--- src/design/spreading_code_correlator_defines.svh ---
// Assertion macros used by the correlator's top-level RTL file.
`ifndef SPREADING_CODE_CORRELATOR_DEFINES_SVH
`define SPREADING_CODE_CORRELATOR_DEFINES_SVH

`ifndef ASSERT_OFF
`define SCC_ASSERT(label, prop, msg) \
  label: assert property (@(posedge clk_i) disable iff (!rst_ni) prop) else $error(msg);
`define SCC_ASSERT_NEVER(label, expr, msg) \
  label: assert property (@(posedge clk_i) disable iff (!rst_ni) !(expr)) else $error(msg);
`else
`define SCC_ASSERT(label, prop, msg)
`define SCC_ASSERT_NEVER(label, expr, msg)
`endif

`endif

--- src/design/scc_pkg.sv ---
// Types and constants of the spreading code correlator.
package scc_pkg;

  localparam int unsigned SAMPLE_BITS  = 16;
  localparam int unsigned CORR_BITS    = 24;
  localparam int unsigned CHIP_REGS    = 4;
  localparam int unsigned CHIP_REG_W   = 64;
  localparam int unsigned CFG_IDX_W    = 3;
  localparam int unsigned DEFAULT_TAPS = 128;

  localparam logic [CFG_IDX_W-1:0] REG_CODE_CHIPS_0 = 3'd0;
  localparam logic [CFG_IDX_W-1:0] REG_CODE_CHIPS_1 = 3'd1;
  localparam logic [CFG_IDX_W-1:0] REG_CODE_CHIPS_2 = 3'd2;
  localparam logic [CFG_IDX_W-1:0] REG_CODE_CHIPS_3 = 3'd3;

  typedef enum logic [1:0] {
    CHIP_POS_ONE = 2'd0,
    CHIP_NEG_J   = 2'd1,
    CHIP_NEG_ONE = 2'd2,
    CHIP_POS_J   = 2'd3
  } chip_e;

  typedef struct packed {
    logic signed [SAMPLE_BITS-1:0] sample_re;
    logic signed [SAMPLE_BITS-1:0] sample_im;
  } in_item_t;

  typedef struct packed {
    logic signed [CORR_BITS-1:0] corr_re;
    logic signed [CORR_BITS-1:0] corr_im;
  } out_item_t;

  // One partial sum travelling down the chain.
  typedef struct packed {
    logic                        valid;
    logic signed [CORR_BITS-1:0] re;
    logic signed [CORR_BITS-1:0] im;
  } sum_t;

endpackage

--- src/design/scc_cell.sv ---
// One correlator cell: holds a window sample and adds its chip product to the passing sum.
module scc_cell (
  input  logic              clk_i,
  input  logic              rst_ni,
  input  logic              shift_i,
  input  scc_pkg::chip_e    chip_i,
  input  scc_pkg::in_item_t smp_i,
  output scc_pkg::in_item_t smp_o,
  input  scc_pkg::sum_t     sum_i,
  output scc_pkg::sum_t     sum_o
);
  import scc_pkg::*;

  in_item_t                    smp_q;
  logic                        sum_vld_q;
  logic signed [CORR_BITS-1:0] sum_re_q, sum_im_q;
  logic signed [CORR_BITS-1:0] a, b, t_re, t_im, sum_re_d, sum_im_d;

  always_ff @(posedge clk_i) begin
    if (shift_i) begin
      smp_q <= smp_i;
    end
  end

  assign a = {{(CORR_BITS-SAMPLE_BITS){smp_q.sample_re[SAMPLE_BITS-1]}}, smp_q.sample_re};
  assign b = {{(CORR_BITS-SAMPLE_BITS){smp_q.sample_im[SAMPLE_BITS-1]}}, smp_q.sample_im};

  // Each chip is a multiple of a quarter turn: only swaps and negations are needed.
  always_comb begin
    case (chip_i)
      CHIP_POS_ONE: begin t_re = a;  t_im = b;  end
      CHIP_NEG_J:   begin t_re = b;  t_im = -a; end
      CHIP_NEG_ONE: begin t_re = -a; t_im = -b; end
      CHIP_POS_J:   begin t_re = -b; t_im = a;  end
      default:      begin t_re = a;  t_im = b;  end
    endcase
  end

  assign sum_re_d = sum_i.re + t_re;
  assign sum_im_d = sum_i.im + t_im;

  always_ff @(posedge clk_i or negedge rst_ni) begin
    if (!rst_ni) begin
      sum_vld_q <= 1'b0;
    end else begin
      sum_vld_q <= sum_i.valid;
    end
  end

  always_ff @(posedge clk_i) begin
    if (sum_i.valid) begin
      sum_re_q <= sum_re_d;
      sum_im_q <= sum_im_d;
    end
  end

  assign smp_o       = smp_q;
  assign sum_o.valid = sum_vld_q;
  assign sum_o.re    = sum_re_q;
  assign sum_o.im    = sum_im_q;

endmodule

--- config.mk ---
export PLATFORM = sky130hd
export DESIGN_NAME = scc_cell
export DESIGN_NICKNAME = d
export VERILOG_FILES = /design/src/design/spreading_code_correlator_defines.svh /design/src/design/scc_pkg.sv /design/src/design/scc_cell.sv
export SDC_FILE = /design/constraint.sdc
export NUM_CORES = 1
export LEC_CHECK = 0
export ABC_AREA = 1
export BUFFER_PORTS_ARGS = -buffer_cell sky130_fd_sc_hd__buf_4
export CAP_MARGIN = 40
export CELL_PAD_IN_SITES_DETAIL_PLACEMENT = 1
export CELL_PAD_IN_SITES_GLOBAL_PLACEMENT = 2
export CORE_MARGIN = 4
export CORE_UTILIZATION = 33
export DETAILED_ROUTE_END_ITERATION = 12
export MAX_ROUTING_LAYER = met4
export PLACE_DENSITY = 0.95
export SKIP_LAST_GASP = 1
export SYNTH_ARGS = -nofsm -noshare
export SYNTH_HDL_FRONTEND = slang
export SYNTH_SLANG_ARGS = --single-unit
--- constraint.sdc ---
create_clock -name clk_i -period 7.9 [get_ports clk_i]
set_input_delay 0.79 -clock clk_i [delete_from_list [all_inputs] [get_ports clk_i]]
set_output_delay 0.79 -clock clk_i [all_outputs]
set_load 0.02 [all_outputs]
==> out/qor.yml, run 1 <==
routing:
  firstDrtPassIters: 6
  wl_per_cell_um: 17.3
  drtIter0Drc: 330
  drc: 0
  routed_wl_um: 23600
  vias: 6830
  postRouteAntennaNets: 0
  vias_per_cell: 5.02
cells_and_area:
  fin_area_um2: 8760
  nNetsFinal: 1237
  fillCellCount: 2653
  drive_gt1_frac: 0.197
  area_growth_pct: 25.2
  diodes: 0
setup_path:
  critPathLaunch: "chip_i[1]"
  worst-setup-path-type: "input port to flip-flop"
  endpoint_kind: "flip-flop"
  required_ns: 8.01
  slowest_stage: "nor2_4"
  crit_top_cell: "nand3_1"
  cp_slowest_stage_delay_ns: 0.50
  cp.buffers_inverters: 5
  worst-path-max-fanout: 24
  crit_path_start_kind: "input port"
  r2r-start: "smp_o[17]"
  critical-path-top-delay-family: "simple AND/OR/NAND/NOR gates"
  crit_arrival_ns: 3.79
  cp_cell_sequence: "buf_4 > inv_2 > nor2_4 > inv_2 > o211ai_1 > o21a_1 > inv_1 > fa_1 > inv_1 > nand3_1 > nand2_1 > a21boi_2 > o21ai_1 > nand3_1 > nand3_1 > nand2_1"
placement:
  place_area_um2: 8500
  hpwl_um: 19300
  io_buffers: 166
  globalplace.congestion: 0.874
power_and_ir_drop:
  leakagePower_nw: 4.24
  ir_worst_vdd_v: 0.000100
  powerDensity_nw_per_um2: 192
synthesis:
  yosys.area_share.simple: 0.267
  yosys.area_share.adder: 0.117
  synth_cell_types: 49
  synth-edff-count: 80
  syn_nets: 1073
  ys_ff_latch: 81
  synth_compound_area_frac: 0.135
  syn_avg_cell_area_um2: 7.58
  syn-cell-area_um2: 6990
  async_flop_share: 0.0123
  yosys_warnings: 0
  synth_cells: 923
  synthMuxAreaShare: 0
  synthFlopType: "edfxtp_1"
  yosysSeqAreaShare: 0.347
  synth_xor_area_frac: 0.0564
  synth_top_family_by_area: "simple AND/OR/NAND/NOR gates"
grt:
  grt_pass1_wl_um: 38200
  grt_pass1_vias: 7355
  grt-ovfl-total: 0
  grtUsageTotal: 0.206
  grt_max_degree: 50
  antenna_found_initial: 0
clock_network:
  postCtsHoldBufs: 0
  cts_setup_buffers: 0
  cts_max_level: 3
  cts_buffers: 9
  cts_tree: "done"
  clock_path_buffers: 2
  path_clk_slew_ns: 0.06
  ctsResizeCount: 0
  cts.sinks: 81
  clock_latency_ns: 0.35
  clock-root-buffer: "clkbuf_16"
timing:
  finalSetupViolCount: 0
  fin_setup_tns_ns: 0
  worstMarginPinSlew_ns: 0.708
  relSlewSlack: 0.528
  hold_viol: 0
  fin_crit_ns: 3.68
  fin_worst_skew_ns: 0.00399
  final_max_slew_viol_count: 0
  fin_crit_sh: 0.466
  grt_setup_unrepaired: "false"
  timing.fmax_ghz: 0.272
floorplanning:
  initial_core_util: 0.340
  row_count: 52
  die_h_um: 154
  core_um2: 20600
  die-width_um: 154
  dieArea_um2: 23600
  boundaryPins: 167
run:
  cap_violations: 0
outcome:
  status: "completed"
hold_path:
  hp-class: "input port to asynchronous set/reset pin"
==> cell usage in the layout, fill, tap and decap left out, types with 4 or more instances in the layout <==
master,netlist,layout
a21o_1,5,5
inv_2,7,7
xnor2_1,11,11
nor3_1,9,9
nand4_1,10,10
o211ai_1,4,4
nand2_1,231,231
o21ai_1,12,12
nand3_1,76,76
a21oi_1,60,60
nor2_2,7,7
nor2_1,73,73
o21a_1,6,6
buf_4,3,166
ha_1,62,62
o21ai_0,55,55
clkbuf_16,0,9
o22ai_1,4,4
a22oi_1,6,6
nor2_4,6,6
clkinv_2,0,4
inv_1,119,119
xor2_1,34,34
edfxtp_1,80,80
nand2_2,8,8
==> final cells by class <==
| class | count | area, um^2 | share of cell area |
|---|---|---|---|
| clock inverters | 5 | 23.8 | 0.00271 |
| clock buffers | 10 | 229 | 0.0261 |
| well taps | 270 | 338 | 0.0386 |
| flip-flops and latches | 81 | 2430 | 0.277 |
| multi-input cells | 702 | 4020 | 0.459 |
| inverters | 127 | 477 | 0.0544 |
| repair buffers | 166 | 1250 | 0.142 |
==> flip-flops by register name (all words and copies together) (netlist names) <==
register,flops
sum_im_q,24
sum_re_q,24
sum_vld_q,1
smp_o,32
==> layer usage <==
layer	wire, um	global-route usage	share of wire
met1	10700	0.259	0.45
met2	11900	0.358	0.50
met3	683	0.0256	0.029
met4	298	0.0446	0.013
met5	0	-	0
==> final timing paths <==
path                       cells past startpoint            to  slack (ns)
setup / recovery                              16  sum_re_q[16]        4.22
hold / removal                                 1     sum_vld_q        0.20
setup reg to reg                              19  sum_im_q[21]        4.35
hold reg to reg                                3   sum_re_q[0]        0.74
max in group asynchronous                      1     sum_vld_q        7.62
min in group clk_i                             1     smp_o[10]        0.61
==> report_power, final <==
| part | total (mW) | leakage, nW | internal [mW] | switching (mW) |
|---|---|---|---|---|
| clock network | 0.386 | 0.129 | 0.208 | 0.178 |
| registers | 0.599 | 0.796 | 0.563 | 0.0368 |
| logic | 0.693 | 3.31 | 0.264 | 0.429 |
==> synth_stat cells (2+ instances only) <==
library cell | n | share of area
inv_2 | 7 | 0.0038
nand3_2 | 2 | 0.0029
o211ai_1 | 4 | 0.0043
o21ai_0 | 55 | 0.039
nor2_4 | 6 | 0.0097
ha_1 | 62 | 0.11
a22oi_1 | 6 | 0.0064
nor2_2 | 7 | 0.0063
a21o_1 | 5 | 0.0054
nand2_1 | 231 | 0.12
nor3_1 | 9 | 0.0064
nand3_1 | 76 | 0.054
fa_1 | 2 | 0.0057
inv_1 | 119 | 0.064
nand4_1 | 10 | 0.0089
xnor2_1 | 11 | 0.014
o21ai_1 | 12 | 0.0086
o21a_1 | 6 | 0.0064
edfxtp_1 | 80 | 0.34
nand3b_1 | 2 | 0.0021
a21oi_1 | 60 | 0.043
xor2_1 | 34 | 0.043
o22ai_1 | 4 | 0.0036
buf_4 | 3 | 0.0032
clkbuf_1 | 4 | 0.0021
nand2_2 | 8 | 0.0072
a211oi_1 | 2 | 0.0021
buf_2 | 3 | 0.0021
nor2_1 | 73 | 0.039
==> cell families (layout without fill, tap and decap cells) <==
logic type      after synthesis  count (layout)
simple gates                428             428
xor+xnor                     45              45
flops                        81              81
buf+inv                     140             308
fa+ha+maj                    64              64
compound gates              165             165
==> through the flow <==
step | worst slack (ns) | total power [mW] | instances | hold WS [ns] | utilization
6_report | 4.22 | 1.68 | 1361 | 0.198 | 0.426
5_1_grt | 3.93 | 1.80 | 1361 | 0.186 | 0.426
4_1_cts | 4.23 | 1.69 | 1361 | 0.189 | 0.426
3_5_place_dp | 3.86 | 1.30 | 1346 | 0.567 | 0.414
3_3_place_gp | 4.07 | 1.29 | 1346 | 0.565 | 0.414
2_1_floorplan | 4.86 | 1.04 | 923 | 0.494 | -
No activity file was read; power rests on OpenSTA's default activity.
==> inputs of run 2 (changes only) <==
--- a/config.mk
+++ b/config.mk
@@ -11,10 +11,10 @@
 export CELL_PAD_IN_SITES_DETAIL_PLACEMENT = 1
 export CELL_PAD_IN_SITES_GLOBAL_PLACEMENT = 2
 export CORE_MARGIN = 4
-export CORE_UTILIZATION = 33
+export CORE_UTILIZATION = 31
 export DETAILED_ROUTE_END_ITERATION = 12
 export MAX_ROUTING_LAYER = met4
-export PLACE_DENSITY = 0.95
+export PLACE_DENSITY = 0.91
 export SKIP_LAST_GASP = 1
 export SYNTH_ARGS = -nofsm -noshare
 export SYNTH_HDL_FRONTEND = slang
==> constraint.sdc (replaced) <==
create_clock -name clk_i -period 3.4 [get_ports clk_i]
set_input_delay 0.34 -clock clk_i [delete_from_list [all_inputs] [get_ports clk_i]]
set_output_delay 0.34 -clock clk_i [all_outputs]
set_load 0.02 [all_outputs]
==> run 2 against run 1 <==
Effect of this change: highest routed layer unchanged; total power grew to 2.5 times the previous value; first-iteration DRC count shrank 9.4%; design area grew 6.9%; combinational power grew to 2.5 times the previous value; hold slack lost 0.032 ns; die area grew 6.1%; non-clock buffer count grew 41; critical path type is now flip-flop to flip-flop; sequential share of layout area shrank 1.8 points; clock skew grew 0.0026 ns.
==> out/qor.yml, run 2 (same netlist as run 1, synthesis figures left out) <==
hold_path:
  hp-class: "input port to flip-flop"
  min_to: "smp_o[6]"
  hp-start: "smp_i[6]"
  hold_depth: 1
floorplanning:
  row_count: 54
  core_um2: 22000
  die-width_um: 158
  initial_core_util: 0.317
  die_h_um: 158
  boundaryPins: 167
  dieArea_um2: 25000
clock_network:
  cts_tree: "done"
  cts_buffers: 9
  path_clk_slew_ns: 0.07
  cts.sinks: 81
  cts_max_level: 3
  clock_latency_ns: 0.35
  clock-root-buffer: "clkbuf_16"
  clock_path_buffers: 2
routing:
  vias: 7035
  drc: 0
  vias_per_cell: 4.98
  routed_wl_um: 24500
  wl_per_cell_um: 17.3
  drtIter0Drc: 299
  firstDrtPassIters: 4
  postRouteAntennaNets: 0
power_and_ir_drop:
  leakagePower_nw: 4.48
  power_frac_seq: 0.329
  powerDensity_nw_per_um2: 450
  combinationalPowerShare: 0.418
  ir_worst_vdd_v: 0.000223
  p_int_mw: 2.65
  switching_power_mw: 1.56
  switching_share: 0.370
  p_clk_frac: 0.253
setup_path:
  crit_arrival_ns: 3.31
  worst-path-max-fanout: 5
  endpoint_kind: "flip-flop"
  r2r_slack_ns: 0.19
  slowest_stage: "edfxtp_1"
  crit_path_start_kind: "flip-flop"
  reg2reg_to: "sum_re_q[19]"
  r2r-start: "smp_o[16]"
  cp_slowest_stage_delay_ns: 0.42
  r2r_cells: 18
  critical-path-top-delay-family: "simple AND/OR/NAND/NOR gates"
  worst-setup-path-type: "flip-flop to flip-flop"
  cp.buffers_inverters: 4
  cp_cell_sequence: "inv_2 > ha_2 > nand2_1 > nor2_4 > nand3_1 > xor2_1 > nor2_1 > o22ai_1 > inv_1 > ha_1 > nand2_1 > inv_1 > a21oi_2 > buf_4 > nor2_1 > o21ai_0 > nand3_1 > xor2_1"
  required_ns: 3.49
outcome:
  status: "completed"
timing:
  worstMarginPinSlew_ns: 0.713
  timing.fmax_ghz: 0.311
  fin_worst_skew_ns: 0.00655
  hold_viol: 0
  finalSetupViolCount: 0
  fin_crit_sh: 0.945
  fin_setup_tns_ns: 0
  final_max_slew_viol_count: 0
  relSlewSlack: 0.525
  fin_crit_ns: 3.21
run:
  cap_violations: 0
cells_and_area:
  largest_reg_flops: 32
  layout_common_cells: "nand2_1, buf_4, inv_1, edfxtp_1, nand3_1"
  diodes: 0
  layout_commonest_cell: "nand2_1"
  area_growth_pct: 33.8
  fin_util: 0.425
  fin_area_um2: 9360
  nNetsFinal: 1278
  drive_gt1_frac: 0.259
grt:
  grtUsageTotal: 0.200
  grt_pass1_vias: 7350
  grt_pass1_wl_um: 38400
  grt-ovfl-total: 0
  antenna_found_initial: 0
  grt_max_degree: 50
placement:
  place_area_um2: 8740
  hpwl_um: 19700
  io_buffers: 166
  globalplace.congestion: 0.907
run 2: cell count changes in the layout (fill, tap and decap cells not counted), sizes merged:
cell / change
clkinvlp: +2
bufinv: +2
dlygate4sd3: +1
buf: +40
clkinv: -4
clkbuf: +1
run 2: worst max-delay path by stage:
stage	from	end	slack, ns	cells after the start
after floorplan	smp_o[0]	sum_re_q[23]	0.46	20
after global placement	smp_o[16]	sum_im_q[23]	0.03	21
after detailed placement	smp_o[16]	sum_im_q[23]	-0.05	21
after CTS	smp_o[16]	sum_im_q[23]	0.009	21
after global routing	smp_o[16]	sum_re_q[23]	-0.03	21
final	smp_o[16]	sum_re_q[19]	0.19	18
run 2: worst reg2reg max path, stage by stage (launching register included):
cell and delay [ns]:
edfxtp_1 0.42, inv_2 0.10, ha_2 0.18, nand2_1 0.09, nor2_4 0.17, nand3_1 0.15, xor2_1 0.25, nor2_1 0.06
o22ai_1 0.18, inv_1 0.09, ha_1 0.29, nand2_1 0.09, inv_1 0.06, a21oi_2 0.17, buf_4 0.13, nor2_1 0.03
o21ai_0 0.14, nand3_1 0.16, xor2_1 0.19
run 2: per-layer routing:
metal / up-vias / GRT usage / wire [um]
li1: 3502 / - / -
met1: 3387 / 0.250 / 10900
met2: 128 / 0.342 / 12400
met3: 18 / 0.0323 / 968
met4: 0 / 0.0443 / 272
met5: - / - / 0
run 2: power groups by stage:
stage / clock network (mW) / registers (mW) / logic (mW)
2_1_floorplan: 0 / 1.58 / 0.832
3_3_place_gp: 0 / 1.40 / 1.64
3_5_place_dp: 0 / 1.41 / 1.68
4_1_cts: 1.09 / 1.39 / 1.70
5_1_grt: 1.14 / 1.40 / 1.95
6_report: 1.06 / 1.38 / 1.76
run 2: layout make-up:
class	instances	area (um^2)
clock buffer	11	233
inverter	127	477
sequential	81	2430
tap	280	350
timing repair buffer	207	1560
multi-input combinational	702	4240
fill	2742	12700
clock inverter	5	80.1
run 2: per-stage QoR:
| stage | power (mW) | worst slack (ns) | instances | hold slack, ns |
|---|---|---|---|---|
| global route | 4.50 | -0.0264 | 1413 | 0.150 |
| finish | 4.21 | 0.187 | 1413 | 0.166 |
| CTS | 4.18 | 0.00858 | 1403 | 0.155 |
| floorplan | 2.41 | 0.458 | 923 | 0.0444 |
| detailed placement | 3.09 | -0.0529 | 1386 | 0.120 |
| global placement | 3.05 | 0.0326 | 1386 | 0.116 |
run 2: timing repair:
item | 4_1_cts | 5_1_grt
endpoints found under the setup margin | 2 | 24
hold buffers | 1 | 0
hold endpoints to repair | 1 | 0
resized for setup | 3 | 46
pin swaps | 0 | 8
setup buffers | 0 | 10
